### config.mk
export PLATFORM = sky130hd
export DESIGN_NAME = collision_window_monitor_unit
export DESIGN_NICKNAME = d
export VERILOG_FILES = /design/src/cwm_pkg.sv /design/src/collision_window_monitor_unit.sv
export SDC_FILE = /design/constraint.sdc
export NUM_CORES = 2
export LEC_CHECK = 0
export BUFFER_PORTS_ARGS = -buffer_cell sky130_fd_sc_hd__clkbuf_2
export CAP_MARGIN = 25
export CORE_UTILIZATION = 40
export DETAILED_ROUTE_END_ITERATION = 6
export PLACE_DENSITY = 0.55
export SLEW_MARGIN = 20
export SYNTH_ARGS = -nofsm -noshare
export SYNTH_HDL_FRONTEND = slang
export SYNTH_SLANG_ARGS = --single-unit
### constraint.sdc
create_clock -name aclk -period 9.35 [get_ports aclk]
set_clock_uncertainty 0.1 [all_clocks]
set_input_delay 0.935 -clock aclk [delete_from_list [all_inputs] [get_ports aclk]]
set_output_delay 0.935 -clock aclk [all_outputs]
set_load 0.01 [all_outputs]
### src/cwm_pkg.sv
// ----------------------------------------------------------------------------
// cwm_pkg
// Shared types and constants for the collision window monitor: command codes,
// configuration register indexes, window depths and derived widths.
// ----------------------------------------------------------------------------
package cwm_pkg;

    // Window depths and joint count
    localparam int VOTE_WINDOW  = 16;
    localparam int SIGMA_WINDOW = 16;
    localparam int JOINT_COUNT  = 7;

    // Fixed field widths
    localparam int VOTE_W      = 10;
    localparam int VALUE_W     = 32;
    localparam int ERR_FIELDS  = 7;
    localparam int OUT_SUM_W   = 14;
    localparam int OUT_SUM_MAX = (1 << OUT_SUM_W) - 1;
    localparam int APB_ADDR_W  = 5;
    localparam int APB_DATA_W  = 32;

    // Configuration field widths
    localparam int CLASS_W      = 4;
    localparam int VOTE_THR_W   = 14;
    localparam int SIGMA_THR_W  = 31;
    localparam int SIGMA_NEED_W = 5;
    localparam int BLANK_W      = 16;

    // Derived widths
    localparam int VSLOT_W = (VOTE_WINDOW > 1) ? $clog2(VOTE_WINDOW) : 1;
    localparam int SSLOT_W = (SIGMA_WINDOW > 1) ? $clog2(SIGMA_WINDOW) : 1;
    localparam int VSUM_W  = $clog2(VOTE_WINDOW * ((1 << VOTE_W) - 1) + 1);
    localparam int SSUM_W  = $clog2(SIGMA_WINDOW + 1);
    localparam int JIDX_W  = (JOINT_COUNT > 1) ? $clog2(JOINT_COUNT) : 1;
    localparam int VOTE_SUM_MAX = VOTE_WINDOW * ((1 << VOTE_W) - 1);

    // Reset values of the configuration registers
    localparam int RST_CLASS      = 0;
    localparam int RST_VOTE_THR   = 8;
    localparam int RST_VOTE_EN    = 1;
    localparam int RST_SIGMA_THR  = 65536;
    localparam int RST_SIGMA_NEED = 4;
    localparam int RST_SIGMA_EN   = 1;
    localparam int RST_ERROR_EN   = 1;
    localparam int RST_BLANK      = 1200;

    typedef enum logic [2:0] {
        CMD_VOTE    = 3'd0,
        CMD_SIGMA   = 3'd1,
        CMD_ERRORS  = 3'd2,
        CMD_START   = 3'd3,
        CMD_STOP    = 3'd4,
        CMD_TRIGGER = 3'd5,
        CMD_TICK    = 3'd6,
        CMD_BOUNDS  = 3'd7
    } cmd_t;

    typedef enum logic [2:0] {
        REG_COLLISION_CLASS    = 3'd0,
        REG_VOTE_THRESHOLD     = 3'd1,
        REG_VOTE_ENABLE        = 3'd2,
        REG_SIGMA_THRESHOLD    = 3'd3,
        REG_SIGMA_COUNT_NEEDED = 3'd4,
        REG_SIGMA_ENABLE       = 3'd5,
        REG_ERROR_ENABLE       = 3'd6,
        REG_BLANK_TICKS        = 3'd7
    } cfg_idx_t;

endpackage

### src/collision_window_monitor_unit.sv
// ----------------------------------------------------------------------------
// collision_window_monitor_unit
// Latching collision detector fed by vote, sigma and joint-error words.
// ----------------------------------------------------------------------------
// Usage:
//   Input words arrive on the s_ channel (valid/ready); each carries a command
//   and its operands. Every accepted word yields exactly one result word on
//   the m_ channel: collision event, latch state, zero request and the
//   current vote window sum.
//   Configuration registers sit on the APB port at byte address 4*index;
//   the user writes them only while the block is idle, which the block
//   does not enforce; pready is always high. Throughput: one word per
//   cycle unless stalled. The vote and sigma windows are single-port rings
//   read at acceptance and written back from the working stage; a write to
//   the slot being read is forwarded.
//   Reset: the latch comes up set (detected), windows read as zero, blanking
//   is off and the configuration takes its default values. Joint bounds hold
//   no defined value until loaded with a set-bounds word. No clearing pass.
//   Stall: while m_ready is low the result register holds; one more word is
//   taken into the working stage, then s_ready drops until the result moves.
// ----------------------------------------------------------------------------
module collision_window_monitor_unit (
    input  logic                                aclk,
    input  logic                                aresetn,
    // input channel
    input  logic                                s_valid,
    output logic                                s_ready,
    input  logic [2:0]                          s_command,
    input  logic [3:0]                          s_source_id,
    input  logic [3:0]                          s_class_index,
    input  logic [cwm_pkg::VOTE_W-1:0]          s_vote,
    input  logic signed [31:0]                  s_sigma_value,
    input  logic signed [31:0]                  s_err_a,
    input  logic signed [31:0]                  s_err_b,
    input  logic signed [31:0]                  s_err_c,
    input  logic signed [31:0]                  s_err_d,
    input  logic signed [31:0]                  s_err_e,
    input  logic signed [31:0]                  s_err_f,
    input  logic signed [31:0]                  s_err_g,
    // result channel
    output logic                                m_valid,
    input  logic                                m_ready,
    output logic                                m_collision_event,
    output logic                                m_detected,
    output logic                                m_zero_request,
    output logic [cwm_pkg::OUT_SUM_W-1:0]       m_window_vote_sum,
    // configuration port
    input  logic                                psel,
    input  logic                                penable,
    input  logic                                pwrite,
    input  logic [cwm_pkg::APB_ADDR_W-1:0]      paddr,
    input  logic [cwm_pkg::APB_DATA_W-1:0]      pwdata,
    output logic [cwm_pkg::APB_DATA_W-1:0]      prdata,
    output logic                                pready
);

    // ------------------------------------------------------------------
    // Configuration registers
    // ------------------------------------------------------------------
    logic [cwm_pkg::CLASS_W-1:0]      cfg_class_reg;
    logic [cwm_pkg::VOTE_THR_W-1:0]   cfg_vote_thr_reg;
    logic                             cfg_vote_en_reg;
    logic [cwm_pkg::SIGMA_THR_W-1:0]  cfg_sigma_thr_reg;
    logic [cwm_pkg::SIGMA_NEED_W-1:0] cfg_sigma_need_reg;
    logic                             cfg_sigma_en_reg;
    logic                             cfg_error_en_reg;
    logic [cwm_pkg::BLANK_W-1:0]      cfg_blank_reg;

    logic               apb_wr;
    cwm_pkg::cfg_idx_t  apb_idx;

    assign pready  = 1'b1;
    assign apb_wr  = psel & penable & pwrite;
    assign apb_idx = cwm_pkg::cfg_idx_t'(paddr[4:2]);

    always_ff @(posedge aclk) begin
        if (!aresetn) begin
            cfg_class_reg      <= cwm_pkg::CLASS_W'(cwm_pkg::RST_CLASS);
            cfg_vote_thr_reg   <= cwm_pkg::VOTE_THR_W'(cwm_pkg::RST_VOTE_THR);
            cfg_vote_en_reg    <= 1'(cwm_pkg::RST_VOTE_EN);
            cfg_sigma_thr_reg  <= cwm_pkg::SIGMA_THR_W'(cwm_pkg::RST_SIGMA_THR);
            cfg_sigma_need_reg <= cwm_pkg::SIGMA_NEED_W'(cwm_pkg::RST_SIGMA_NEED);
            cfg_sigma_en_reg   <= 1'(cwm_pkg::RST_SIGMA_EN);
            cfg_error_en_reg   <= 1'(cwm_pkg::RST_ERROR_EN);
            cfg_blank_reg      <= cwm_pkg::BLANK_W'(cwm_pkg::RST_BLANK);
        end else if (apb_wr && pready) begin
            unique case (apb_idx)
                cwm_pkg::REG_COLLISION_CLASS:
                    cfg_class_reg <= pwdata[cwm_pkg::CLASS_W-1:0];
                cwm_pkg::REG_VOTE_THRESHOLD:
                    cfg_vote_thr_reg <= pwdata[cwm_pkg::VOTE_THR_W-1:0];
                cwm_pkg::REG_VOTE_ENABLE:
                    cfg_vote_en_reg <= pwdata[0];
                cwm_pkg::REG_SIGMA_THRESHOLD:
                    cfg_sigma_thr_reg <= pwdata[cwm_pkg::SIGMA_THR_W-1:0];
                cwm_pkg::REG_SIGMA_COUNT_NEEDED:
                    cfg_sigma_need_reg <= pwdata[cwm_pkg::SIGMA_NEED_W-1:0];
                cwm_pkg::REG_SIGMA_ENABLE:
                    cfg_sigma_en_reg <= pwdata[0];
                cwm_pkg::REG_ERROR_ENABLE:
                    cfg_error_en_reg <= pwdata[0];
                cwm_pkg::REG_BLANK_TICKS:
                    cfg_blank_reg <= pwdata[cwm_pkg::BLANK_W-1:0];
            endcase
        end
    end

    always_comb begin
        unique case (apb_idx)
            cwm_pkg::REG_COLLISION_CLASS:
                prdata = cwm_pkg::APB_DATA_W'(cfg_class_reg);
            cwm_pkg::REG_VOTE_THRESHOLD:
                prdata = cwm_pkg::APB_DATA_W'(cfg_vote_thr_reg);
            cwm_pkg::REG_VOTE_ENABLE:
                prdata = cwm_pkg::APB_DATA_W'(cfg_vote_en_reg);
            cwm_pkg::REG_SIGMA_THRESHOLD:
                prdata = cwm_pkg::APB_DATA_W'(cfg_sigma_thr_reg);
            cwm_pkg::REG_SIGMA_COUNT_NEEDED:
                prdata = cwm_pkg::APB_DATA_W'(cfg_sigma_need_reg);
            cwm_pkg::REG_SIGMA_ENABLE:
                prdata = cwm_pkg::APB_DATA_W'(cfg_sigma_en_reg);
            cwm_pkg::REG_ERROR_ENABLE:
                prdata = cwm_pkg::APB_DATA_W'(cfg_error_en_reg);
            cwm_pkg::REG_BLANK_TICKS:
                prdata = cwm_pkg::APB_DATA_W'(cfg_blank_reg);
        endcase
    end

    // ------------------------------------------------------------------
    // Handshake and pipeline control
    // ------------------------------------------------------------------
    logic s1_valid_reg;
    logic m_valid_reg;
    logic s1_adv;
    logic s1_fire;
    logic s_accept;

    assign s1_adv   = !m_valid_reg || m_ready;
    assign s1_fire  = s1_valid_reg && s1_adv;
    assign s_ready  = !s1_valid_reg || s1_adv;
    assign s_accept = s_valid && s_ready;

    // ------------------------------------------------------------------
    // Acceptance stage: capture the word, precompute the sigma flag
    // ------------------------------------------------------------------
    logic [31:0] sig_mag;
    logic        sig_flag;
    logic signed [31:0] err_in [cwm_pkg::ERR_FIELDS];

    assign sig_mag  = s_sigma_value[31] ? (~s_sigma_value + 32'd1) : s_sigma_value;
    assign sig_flag = sig_mag > {1'b0, cfg_sigma_thr_reg};

    assign err_in[0] = s_err_a;
    assign err_in[1] = s_err_b;
    assign err_in[2] = s_err_c;
    assign err_in[3] = s_err_d;
    assign err_in[4] = s_err_e;
    assign err_in[5] = s_err_f;
    assign err_in[6] = s_err_g;

    cwm_pkg::cmd_t              s1_cmd_reg;
    logic [3:0]                 s1_src_reg;
    logic [3:0]                 s1_cls_reg;
    logic [cwm_pkg::VOTE_W-1:0] s1_vote_reg;
    logic                       s1_flag_reg;
    logic signed [31:0]         s1_err_reg [cwm_pkg::ERR_FIELDS];

    always_ff @(posedge aclk) begin
        if (s_accept) begin
            s1_cmd_reg  <= cwm_pkg::cmd_t'(s_command);
            s1_src_reg  <= s_source_id;
            s1_cls_reg  <= s_class_index;
            s1_vote_reg <= s_vote;
            s1_flag_reg <= sig_flag;
            s1_err_reg  <= err_in;
        end
    end

    // ------------------------------------------------------------------
    // State registers
    // ------------------------------------------------------------------
    logic [cwm_pkg::VSUM_W-1:0]  vote_total_reg,  vote_total_next;
    logic [cwm_pkg::VSLOT_W-1:0] vote_slot_reg,   vote_slot_next;
    logic [cwm_pkg::SSUM_W-1:0]  sigma_total_reg, sigma_total_next;
    logic [cwm_pkg::SSLOT_W-1:0] sigma_slot_reg,  sigma_slot_next;
    logic                        latched_reg,     latched_next;
    logic [cwm_pkg::BLANK_W-1:0] blank_left_reg,  blank_left_next;

    // Window rings: single-port style, read at acceptance, written back
    logic [cwm_pkg::VOTE_W-1:0]    vote_ram  [cwm_pkg::VOTE_WINDOW];
    logic                          sigma_ram [cwm_pkg::SIGMA_WINDOW];
    logic [cwm_pkg::VOTE_WINDOW-1:0]  vote_vld_reg;
    logic [cwm_pkg::SIGMA_WINDOW-1:0] sigma_vld_reg;

    logic [cwm_pkg::VOTE_W-1:0] vote_rd_reg;
    logic                       vote_rd_vld_reg;
    logic                       vote_fwd_reg;
    logic [cwm_pkg::VOTE_W-1:0] vote_fwd_data_reg;
    logic                       sigma_rd_reg;
    logic                       sigma_rd_vld_reg;
    logic                       sigma_fwd_reg;
    logic                       sigma_fwd_data_reg;

    logic                       vote_we;
    logic                       sigma_we;

    // Joint bounds: undefined until loaded
    logic signed [31:0] low_bounds_reg  [cwm_pkg::JOINT_COUNT];
    logic signed [31:0] high_bounds_reg [cwm_pkg::JOINT_COUNT];
    logic               bounds_we;

    // Result register payload
    logic                          m_event_reg,   m_event_next;
    logic                          m_zero_reg,    m_zero_next;
    logic [cwm_pkg::OUT_SUM_W-1:0] m_sum_reg,     m_sum_next;

    // ------------------------------------------------------------------
    // Working stage: read-modify-write of the windows and the latch
    // ------------------------------------------------------------------
    logic [cwm_pkg::VOTE_W-1:0] vote_old;
    logic                       sigma_old;
    logic [cwm_pkg::VSUM_W-1:0] vote_sum_new;
    logic [cwm_pkg::SSUM_W-1:0] sigma_sum_new;
    logic                       out_of_bounds;
    logic                       do_fire;

    assign vote_old  = vote_fwd_reg ? vote_fwd_data_reg
                     : (vote_rd_vld_reg ? vote_rd_reg : '0);
    assign sigma_old = sigma_fwd_reg ? sigma_fwd_data_reg
                     : (sigma_rd_vld_reg & sigma_rd_reg);

    assign vote_sum_new  = vote_total_reg - cwm_pkg::VSUM_W'(vote_old)
                         + cwm_pkg::VSUM_W'(s1_vote_reg);
    assign sigma_sum_new = sigma_total_reg - cwm_pkg::SSUM_W'(sigma_old)
                         + cwm_pkg::SSUM_W'(s1_flag_reg);

    always_comb begin
        out_of_bounds = 1'b0;
        for (int j = 0; j < cwm_pkg::JOINT_COUNT; j++) begin
            if (s1_err_reg[j] < low_bounds_reg[j] || s1_err_reg[j] > high_bounds_reg[j])
                out_of_bounds = 1'b1;
        end
    end

    always_comb begin
        vote_total_next  = vote_total_reg;
        vote_slot_next   = vote_slot_reg;
        sigma_total_next = sigma_total_reg;
        sigma_slot_next  = sigma_slot_reg;
        latched_next     = latched_reg;
        blank_left_next  = blank_left_reg;
        vote_we          = 1'b0;
        sigma_we         = 1'b0;
        bounds_we        = 1'b0;
        do_fire          = 1'b0;
        m_zero_next      = 1'b0;

        if (s1_fire) begin
            unique case (s1_cmd_reg)
                cwm_pkg::CMD_VOTE: begin
                    if (!latched_reg && s1_src_reg == 4'd0 && s1_cls_reg == cfg_class_reg) begin
                        vote_we         = 1'b1;
                        vote_total_next = vote_sum_new;
                        vote_slot_next  = (vote_slot_reg == cwm_pkg::VSLOT_W'(cwm_pkg::VOTE_WINDOW - 1))
                                        ? '0 : vote_slot_reg + 1'b1;
                        do_fire = cfg_vote_en_reg
                               && (32'(vote_sum_new) >= 32'(cfg_vote_thr_reg));
                    end
                end
                cwm_pkg::CMD_SIGMA: begin
                    if (blank_left_reg != '0) begin
                        m_zero_next = 1'b1;
                    end else begin
                        sigma_we         = 1'b1;
                        sigma_total_next = sigma_sum_new;
                        sigma_slot_next  = (sigma_slot_reg == cwm_pkg::SSLOT_W'(cwm_pkg::SIGMA_WINDOW - 1))
                                         ? '0 : sigma_slot_reg + 1'b1;
                        do_fire = cfg_sigma_en_reg
                               && (32'(sigma_sum_new) >= 32'(cfg_sigma_need_reg));
                    end
                end
                cwm_pkg::CMD_ERRORS: begin
                    do_fire = cfg_error_en_reg && out_of_bounds;
                end
                cwm_pkg::CMD_START: begin
                    latched_next    = 1'b0;
                    blank_left_next = cfg_blank_reg;
                end
                cwm_pkg::CMD_STOP: begin
                    latched_next = 1'b1;
                end
                cwm_pkg::CMD_TRIGGER: begin
                    do_fire = 1'b1;
                end
                cwm_pkg::CMD_TICK: begin
                    if (blank_left_reg != '0)
                        blank_left_next = blank_left_reg - 1'b1;
                end
                cwm_pkg::CMD_BOUNDS: begin
                    bounds_we = s1_cls_reg < 4'(cwm_pkg::JOINT_COUNT);
                end
            endcase

            // a set latch absorbs any further detection
            if (do_fire)
                latched_next = 1'b1;
        end

        m_event_next = do_fire && !latched_reg;
        m_sum_next   = (32'(vote_total_next) > 32'(cwm_pkg::OUT_SUM_MAX))
                     ? cwm_pkg::OUT_SUM_W'(cwm_pkg::OUT_SUM_MAX)
                     : cwm_pkg::OUT_SUM_W'(vote_total_next);
    end

    // ------------------------------------------------------------------
    // Control registers
    // ------------------------------------------------------------------
    always_ff @(posedge aclk) begin
        if (!aresetn) begin
            s1_valid_reg    <= 1'b0;
            m_valid_reg     <= 1'b0;
            vote_total_reg  <= '0;
            vote_slot_reg   <= '0;
            sigma_total_reg <= '0;
            sigma_slot_reg  <= '0;
            latched_reg     <= 1'b1;
            blank_left_reg  <= '0;
            vote_vld_reg    <= '0;
            sigma_vld_reg   <= '0;
        end else begin
            if (s_accept)
                s1_valid_reg <= 1'b1;
            else if (s1_fire)
                s1_valid_reg <= 1'b0;

            if (s1_fire)
                m_valid_reg <= 1'b1;
            else if (m_ready)
                m_valid_reg <= 1'b0;

            vote_total_reg  <= vote_total_next;
            vote_slot_reg   <= vote_slot_next;
            sigma_total_reg <= sigma_total_next;
            sigma_slot_reg  <= sigma_slot_next;
            latched_reg     <= latched_next;
            blank_left_reg  <= blank_left_next;

            if (vote_we)
                vote_vld_reg[vote_slot_reg] <= 1'b1;
            if (sigma_we)
                sigma_vld_reg[sigma_slot_reg] <= 1'b1;
        end
    end

    // ------------------------------------------------------------------
    // Window memories: write back at the working slot, read the next slot
    // ------------------------------------------------------------------
    always_ff @(posedge aclk) begin
        if (vote_we)
            vote_ram[vote_slot_reg] <= s1_vote_reg;
        if (sigma_we)
            sigma_ram[sigma_slot_reg] <= s1_flag_reg;

        if (s_accept) begin
            vote_rd_reg        <= vote_ram[vote_slot_next];
            vote_rd_vld_reg    <= vote_vld_reg[vote_slot_next];
            // forward a write landing on the slot being read
            vote_fwd_reg       <= vote_we && (vote_slot_reg == vote_slot_next);
            vote_fwd_data_reg  <= s1_vote_reg;
            sigma_rd_reg       <= sigma_ram[sigma_slot_next];
            sigma_rd_vld_reg   <= sigma_vld_reg[sigma_slot_next];
            sigma_fwd_reg      <= sigma_we && (sigma_slot_reg == sigma_slot_next);
            sigma_fwd_data_reg <= s1_flag_reg;
        end
    end

    always_ff @(posedge aclk) begin
        if (bounds_we) begin
            low_bounds_reg[s1_cls_reg[cwm_pkg::JIDX_W-1:0]]  <= s1_err_reg[0];
            high_bounds_reg[s1_cls_reg[cwm_pkg::JIDX_W-1:0]] <= s1_err_reg[1];
        end
    end

    // ------------------------------------------------------------------
    // Result register
    // ------------------------------------------------------------------
    logic m_detected_reg;

    always_ff @(posedge aclk) begin
        if (s1_fire) begin
            m_event_reg    <= m_event_next;
            m_zero_reg     <= m_zero_next;
            m_sum_reg      <= m_sum_next;
            m_detected_reg <= latched_next;
        end
    end

    assign m_valid           = m_valid_reg;
    assign m_collision_event = m_event_reg;
    assign m_detected        = m_detected_reg;
    assign m_zero_request    = m_zero_reg;
    assign m_window_vote_sum = m_sum_reg;

endmodule

* Word level (Yosys, flattened, before mapping)
Memory sizes are Yosys's and may differ from the RTL's. A register that Yosys moved wholly into a read port is not among the register bits. Cells that the tools add are included.
Storage, ports and cells: bits in registers 429, RAM bits 624, word-level logic and storage cells 204, memories kept 4
Memories:
- high_bounds_reg | words 7, width 32, rd ports 7, clocked after memory_dff 0, wr ports 1, line collision_window_monitor_unit.sv:209 | logic signed [31:0] high_bounds_reg [cwm_pkg::JOINT_COUNT];
- low_bounds_reg | words 7, width 32, rd ports 7, clocked after memory_dff 0, wr ports 1, line collision_window_monitor_unit.sv:208 | logic signed [31:0] low_bounds_reg [cwm_pkg::JOINT_COUNT];
- vote_ram | words 16, width 10, rd ports 1, clocked after memory_dff 1, wr ports 1, line collision_window_monitor_unit.sv:190 | logic [cwm_pkg::VOTE_W-1:0] vote_ram [cwm_pkg::VOTE_WINDOW];
- sigma_ram | words 16, width 1, rd ports 1, clocked after memory_dff 1, wr ports 1, line collision_window_monitor_unit.sv:191 | logic sigma_ram [cwm_pkg::SIGMA_WINDOW];
Operators by class: add/subtract/negate cells 8, $lt $le $gt $ge 24, equal/unequal tests 20, muxes and demuxes 60, bitwise gates (word level) 7, reductions and logical operators 41
Operators by type and width (count):
- $pmux 32 s8 | 1
- $gt 32x32->1 | 7
- $lt 32x32->1 | 7
- $mux 14 | 3
- $mux 1 | 37
- $add 32x1->32 const B | 1
- $gt 32x31->1 | 1
- $mux 32 | 1
- $mux 4 | 8
- $not 32->32 | 1
- $or 16x16->16 | 2
- $pmux 16 s2 | 1
- $eq 3x3->1 const B | 8
- $lt 4x5->1 const B | 4
- $mux 10 | 2
- $mux 16 | 1
- $reduce_and 2->1 | 8
- $reduce_bool 16->1 | 1
- $sub 16x1->16 const B | 1
- $add 14x10->14 | 1
- $ge 14x14->1 | 1
- $sub 14x10->14 | 1
- $eq 3x2->1 const B | 4
- $eq 4x4->1 | 3
- other kinds (22) | 55

* Longest topological paths before layout
An unclocked memory read counts as a cell.
depth after elaboration 15, gate-level depth with buffers 24

* Worst setup path before layout
OpenSTA, ideal clock, no wires.
path kind input to register, from in m_ready, to reg s1_cls_reg[0], enable pin, arrival 7342 ps, data required time 8581 ps, path slack 1239 ps, stages 3, cell sequence nor2b_1 -> nand2_1 -> and2_1
On the way: longest elaborated chain between the ends 3
Ends and longest elaborated chain:
- start: declaration | line collision_window_monitor_unit.sv:42 | input logic m_ready,
- $logic_or 1x1->1 | line collision_window_monitor_unit.sv:138 | assign s1_adv = !m_valid_reg || m_ready;
- $logic_or 1x1->1 | line collision_window_monitor_unit.sv:140 | assign s_ready = !s1_valid_reg || s1_adv;
- via s_ready | line collision_window_monitor_unit.sv:27 | output logic s_ready,
- $logic_and 1x1->1 | line collision_window_monitor_unit.sv:141 | assign s_accept = s_valid && s_ready;
- via s_accept | line collision_window_monitor_unit.sv:136 | logic s_accept;
- end signal: assignment | line collision_window_monitor_unit.sv:172 | s1_cls_reg <= s_class_index;
- end: declaration | line collision_window_monitor_unit.sv:163 | logic [3:0] s1_cls_reg;
The timed path passes the listed nets, and every way through them passes these cells. A chain may end at the register's enable or synchronous reset.

* Worst setup path in the final report
from reg vote_fwd_reg, to reg m_detected_reg, in the netlist m_detected (data pin)
On the way: longest elaborated chain between the ends 10
Ends and longest elaborated chain:
- start: declaration | line collision_window_monitor_unit.sv:197 | logic vote_fwd_reg;
- start signal: assignment | line collision_window_monitor_unit.sv:368 | vote_fwd_reg <= vote_we && (vote_slot_reg == vote_slot_next);
- $mux 10 | line collision_window_monitor_unit.sv:227 | assign vote_old = vote_fwd_reg ? vote_fwd_data_reg
- $sub 14x10->14 | line collision_window_monitor_unit.sv:232 | assign vote_sum_new = vote_total_reg - cwm_pkg::VSUM_W'(vote_old)
- $add 14x10->14 | line collision_window_monitor_unit.sv:233 | + cwm_pkg::VSUM_W'(s1_vote_reg);
- $ge 14x14->1 | line collision_window_monitor_unit.sv:267 | && (32'(vote_sum_new) >= 32'(cfg_vote_thr_reg));
- $logic_and 1x1->1 | line collision_window_monitor_unit.sv:267
- $mux 1 | line collision_window_monitor_unit.sv:261 | if (!latched_reg && s1_src_reg == 4'd0 && s1_cls_reg == cfg_class_reg) begin
- $pmux 1 s4 | line collision_window_monitor_unit.sv:259 | unique case (s1_cmd_reg)
- $mux 1 | line collision_window_monitor_unit.sv:258 | if (s1_fire) begin
- $mux 1 | line collision_window_monitor_unit.sv:305 | if (do_fire)
- $mux 1 | line collision_window_monitor_unit.sv:258
- via latched_next | line collision_window_monitor_unit.sv:186 | logic latched_reg, latched_next;
- end signal: assignment | line collision_window_monitor_unit.sv:394 | m_detected_reg <= latched_next;
- end: declaration | line collision_window_monitor_unit.sv:387 | logic m_detected_reg;
The timed path passes the listed nets, and every way through them passes these cells. The select of a mux whose other input is x is not followed.

==> metrics.cfg <==
[yosys]
seq_area_frac_synth_pct=60.2
yosys_warnings=0
synth_top_flop_cell=edfxtp_1
ys_top_cells_by_area=edfxtp_1 54%, ha_1 13%, dfxtp_1 6.0%, mux2i_1 4.6%, inv_1 4.0%
synth_edf_count=913
synth_top_cell_by_area=edfxtp_1
ys_types=79
synth_area_um2=50600
async_flop_share_pct=0
yosysTopAreaCellShare_pct=54.2
syn_avg_cell_area_um2=12.8
yosys_register_bits=1064
synth_cells=3940

[finish]
stdcell_area_um2=58700
area_growth_pct=16.2
regArea_um2=30400
drive_gt1_share_pct=14.7
multi_input_area_um2=17900
nNetsFinal=5278
n_fill_cell=11400
final_cells=6185
post-route-util_pct=46.8

[route]
vias=31600
remaining_drc_errors=0
via_per_inst=5.11
drtIter0Drc=2235
ant_nets=0
wl_per_cell_um=20.8
firstDrtPassIters=5
wirelength_um=129000

[die]
fp.dieW_um=358
placement_rows=130
initial_core_util_pct=40.3
core-area_um2=126000
die_h_um=358
io_pins=373
dieArea_um2=128000

[sta]
fin_crit_ns=6.46
timing.final.crit_share_pct=69.1
tightestPinTransition_ns=1.17
slew_violations=0
finalHoldViolCount=0
rsz0062_at_grt=false
max_freq_ghz=0.155
setup_ws_ns=2.89
setup_viol=0
fin_hold_ws_ns=0.273
finalSetupTns_ns=0
slew_headroom_pct=21.5

[grt]
gr-total-overflow=0
grt_pass1_wl_um=189000
antenna_found_initial=15
grt_pass1_vias=30500
grt_max_degree=105
grt_usage_pct=20.1

[critical_path]
cp-endpoint=m_detected
endpoint_kind=flop
worstSetupStartpointType=flop
r2r_slack_ns=2.89
crit_path_max_fanout=12
r2r_cells=21
r2r_end=m_detected
cp.required_ns=9.74
crit_type=flop to flop
startpoint=vote_fwd_reg
r2r-start=vote_fwd_reg
cp.arrival_ns=6.86

[clock_network]
cts_tree=done
cts_sinks=1064
cts-resized-gates=0
htree_levels=3
cts_hold_buf=0
clk_path_buf_depth=3
worstSkewPairLatency_ns=0.74
cts-root-buf=clkbuf_16
cts_setup_buffers=0
cts_buffers=115
clk_pin_slew_ns=0.06

[power]
ir_drop_mv=0.164
power.leakage_nw=24.8
cellPowerDensity_nw_per_um2=181
design_power_total_mw=10.6

[placement]
dpl_cell_area_um2=54900
dp_hpwl_um=91700
pre_cts_ws_ns=2.84
place_congestion=0.877
place_inst=5956
io_buffer_count=367

[min_path]
hp-class=primary input to flop

[run]
cap_violations=0

[outcome]
run_status=finished clean

[worst min-delay path by stage]
| stage | startpoint | end | slack (ns) | cells after the start |
|---|---|---|---|---|
| detailed placement | vote_vld_reg[2] | vote_vld_reg[2] | 0.35 | 1 |
| global placement | vote_vld_reg[2] | vote_vld_reg[2] | 0.35 | 1 |
| CTS | s_err_a[31] | s1_err_reg[223] | 0.20 | 1 |
| global route | s_vote[0] | s1_vote_reg[0] | 0.22 | 1 |
| floorplan | sigma_vld_reg[5] | sigma_vld_reg[5] | 0.34 | 1 |
| finish | s_err_d[31] | s1_err_reg[127] | 0.27 | 1 |
[cell type report]
cell class                 instances  area share (%)
clock inverter                    65            1.14
antenna                           10          0.0426
tap                             1650            3.51
inverter                         540            3.45
multi-input combinational       2252            30.4
sequential                      1064            51.8
clock buffer                     151            5.35
timing repair buffer             453            4.27
[critical path: stages, from the launching register on]
cell and delay, ns:
edfxtp_1 0.55, nor2b_1 0.56, a22oi_1 0.18, fa_1 0.52, fa_1 0.47, a21o_1 0.19, a21oi_1 0.24, nor2b_1 0.10
o41ai_1 0.45, o21ai_1 0.18, o41ai_1 0.37, xnor2_1 0.19, ha_1 0.29, nand2_1 0.08, o21ai_0 0.09, or3_1 0.33
or3_1 0.32, o2111ai_1 0.28, nand2_1 0.12, nand4b_1 0.21, nor4_1 0.32, nor2_1 0.07
[cells in the final DEF, fill, tap and decap left out, types with 23 or more instances in the layout]
cell,synthesis,final
inv_1,540,540
mux2i_1,231,228
clkbuf_1,62,25
a21o_1,61,61
o21a_1,53,53
o21ai_0,125,125
buf_4,2,84
nand2b_1,26,26
nand4_1,77,77
nor2b_1,69,68
o211ai_1,23,23
nand2_1,252,252
ha_1,520,520
a211oi_1,29,29
nand3_1,49,49
a21boi_0,50,50
clkbuf_16,0,117
nor2_1,112,106
a22oi_1,23,23
clkbuf_2,0,366
and2_1,28,27
a21oi_1,177,177
nor3_1,66,62
dfxtp_1,151,151
edfxtp_1,913,913
xnor2_1,44,44
[cell usage after synthesis, drive strengths merged (30+ instances only)]
library cell and number:
a21o 61, o21ai 128, a21boi 50, xnor2 44
nand2 252, ha 520, dfxtp 151, clkbuf 62
nor2 112, a21oi 177, nor2b 69, edfxtp 913
o21a 53, nand3 49, mux2i 231, nor3 66
and2 30, inv 540, nand4 77
[where the power goes]
part | leakage, nW | internal, mW | switching, mW
registers | 9.65 | 5.24 | 0.107
logic | 13.3 | 0.276 | 0.388
clock network | 1.87 | 2.67 | 1.93
[per-layer routing]
| metal | wire length [µm] | global-route usage, % |
|---|---|---|
| met1 | 60700 | 28.9 |
| met2 | 57000 | 30.2 |
| met3 | 6660 | 3.56 |
| met4 | 4190 | 7.66 |
| met5 | 0 | 0 |
[kinds of logic after synthesis]
group           count (synthesis)  share of synthesized area [%]
flops                        1064                           60.2
simple gates                  760                           7.44
compound gates                661                           8.57
buf+inv                       626                           4.69
fa+ha+maj                     531                           13.3
mux                           244                           4.86
xor+xnor                       52                          0.901
other cells                     2                         0.0149
Note: power is estimated with default switching activity, not from simulation.
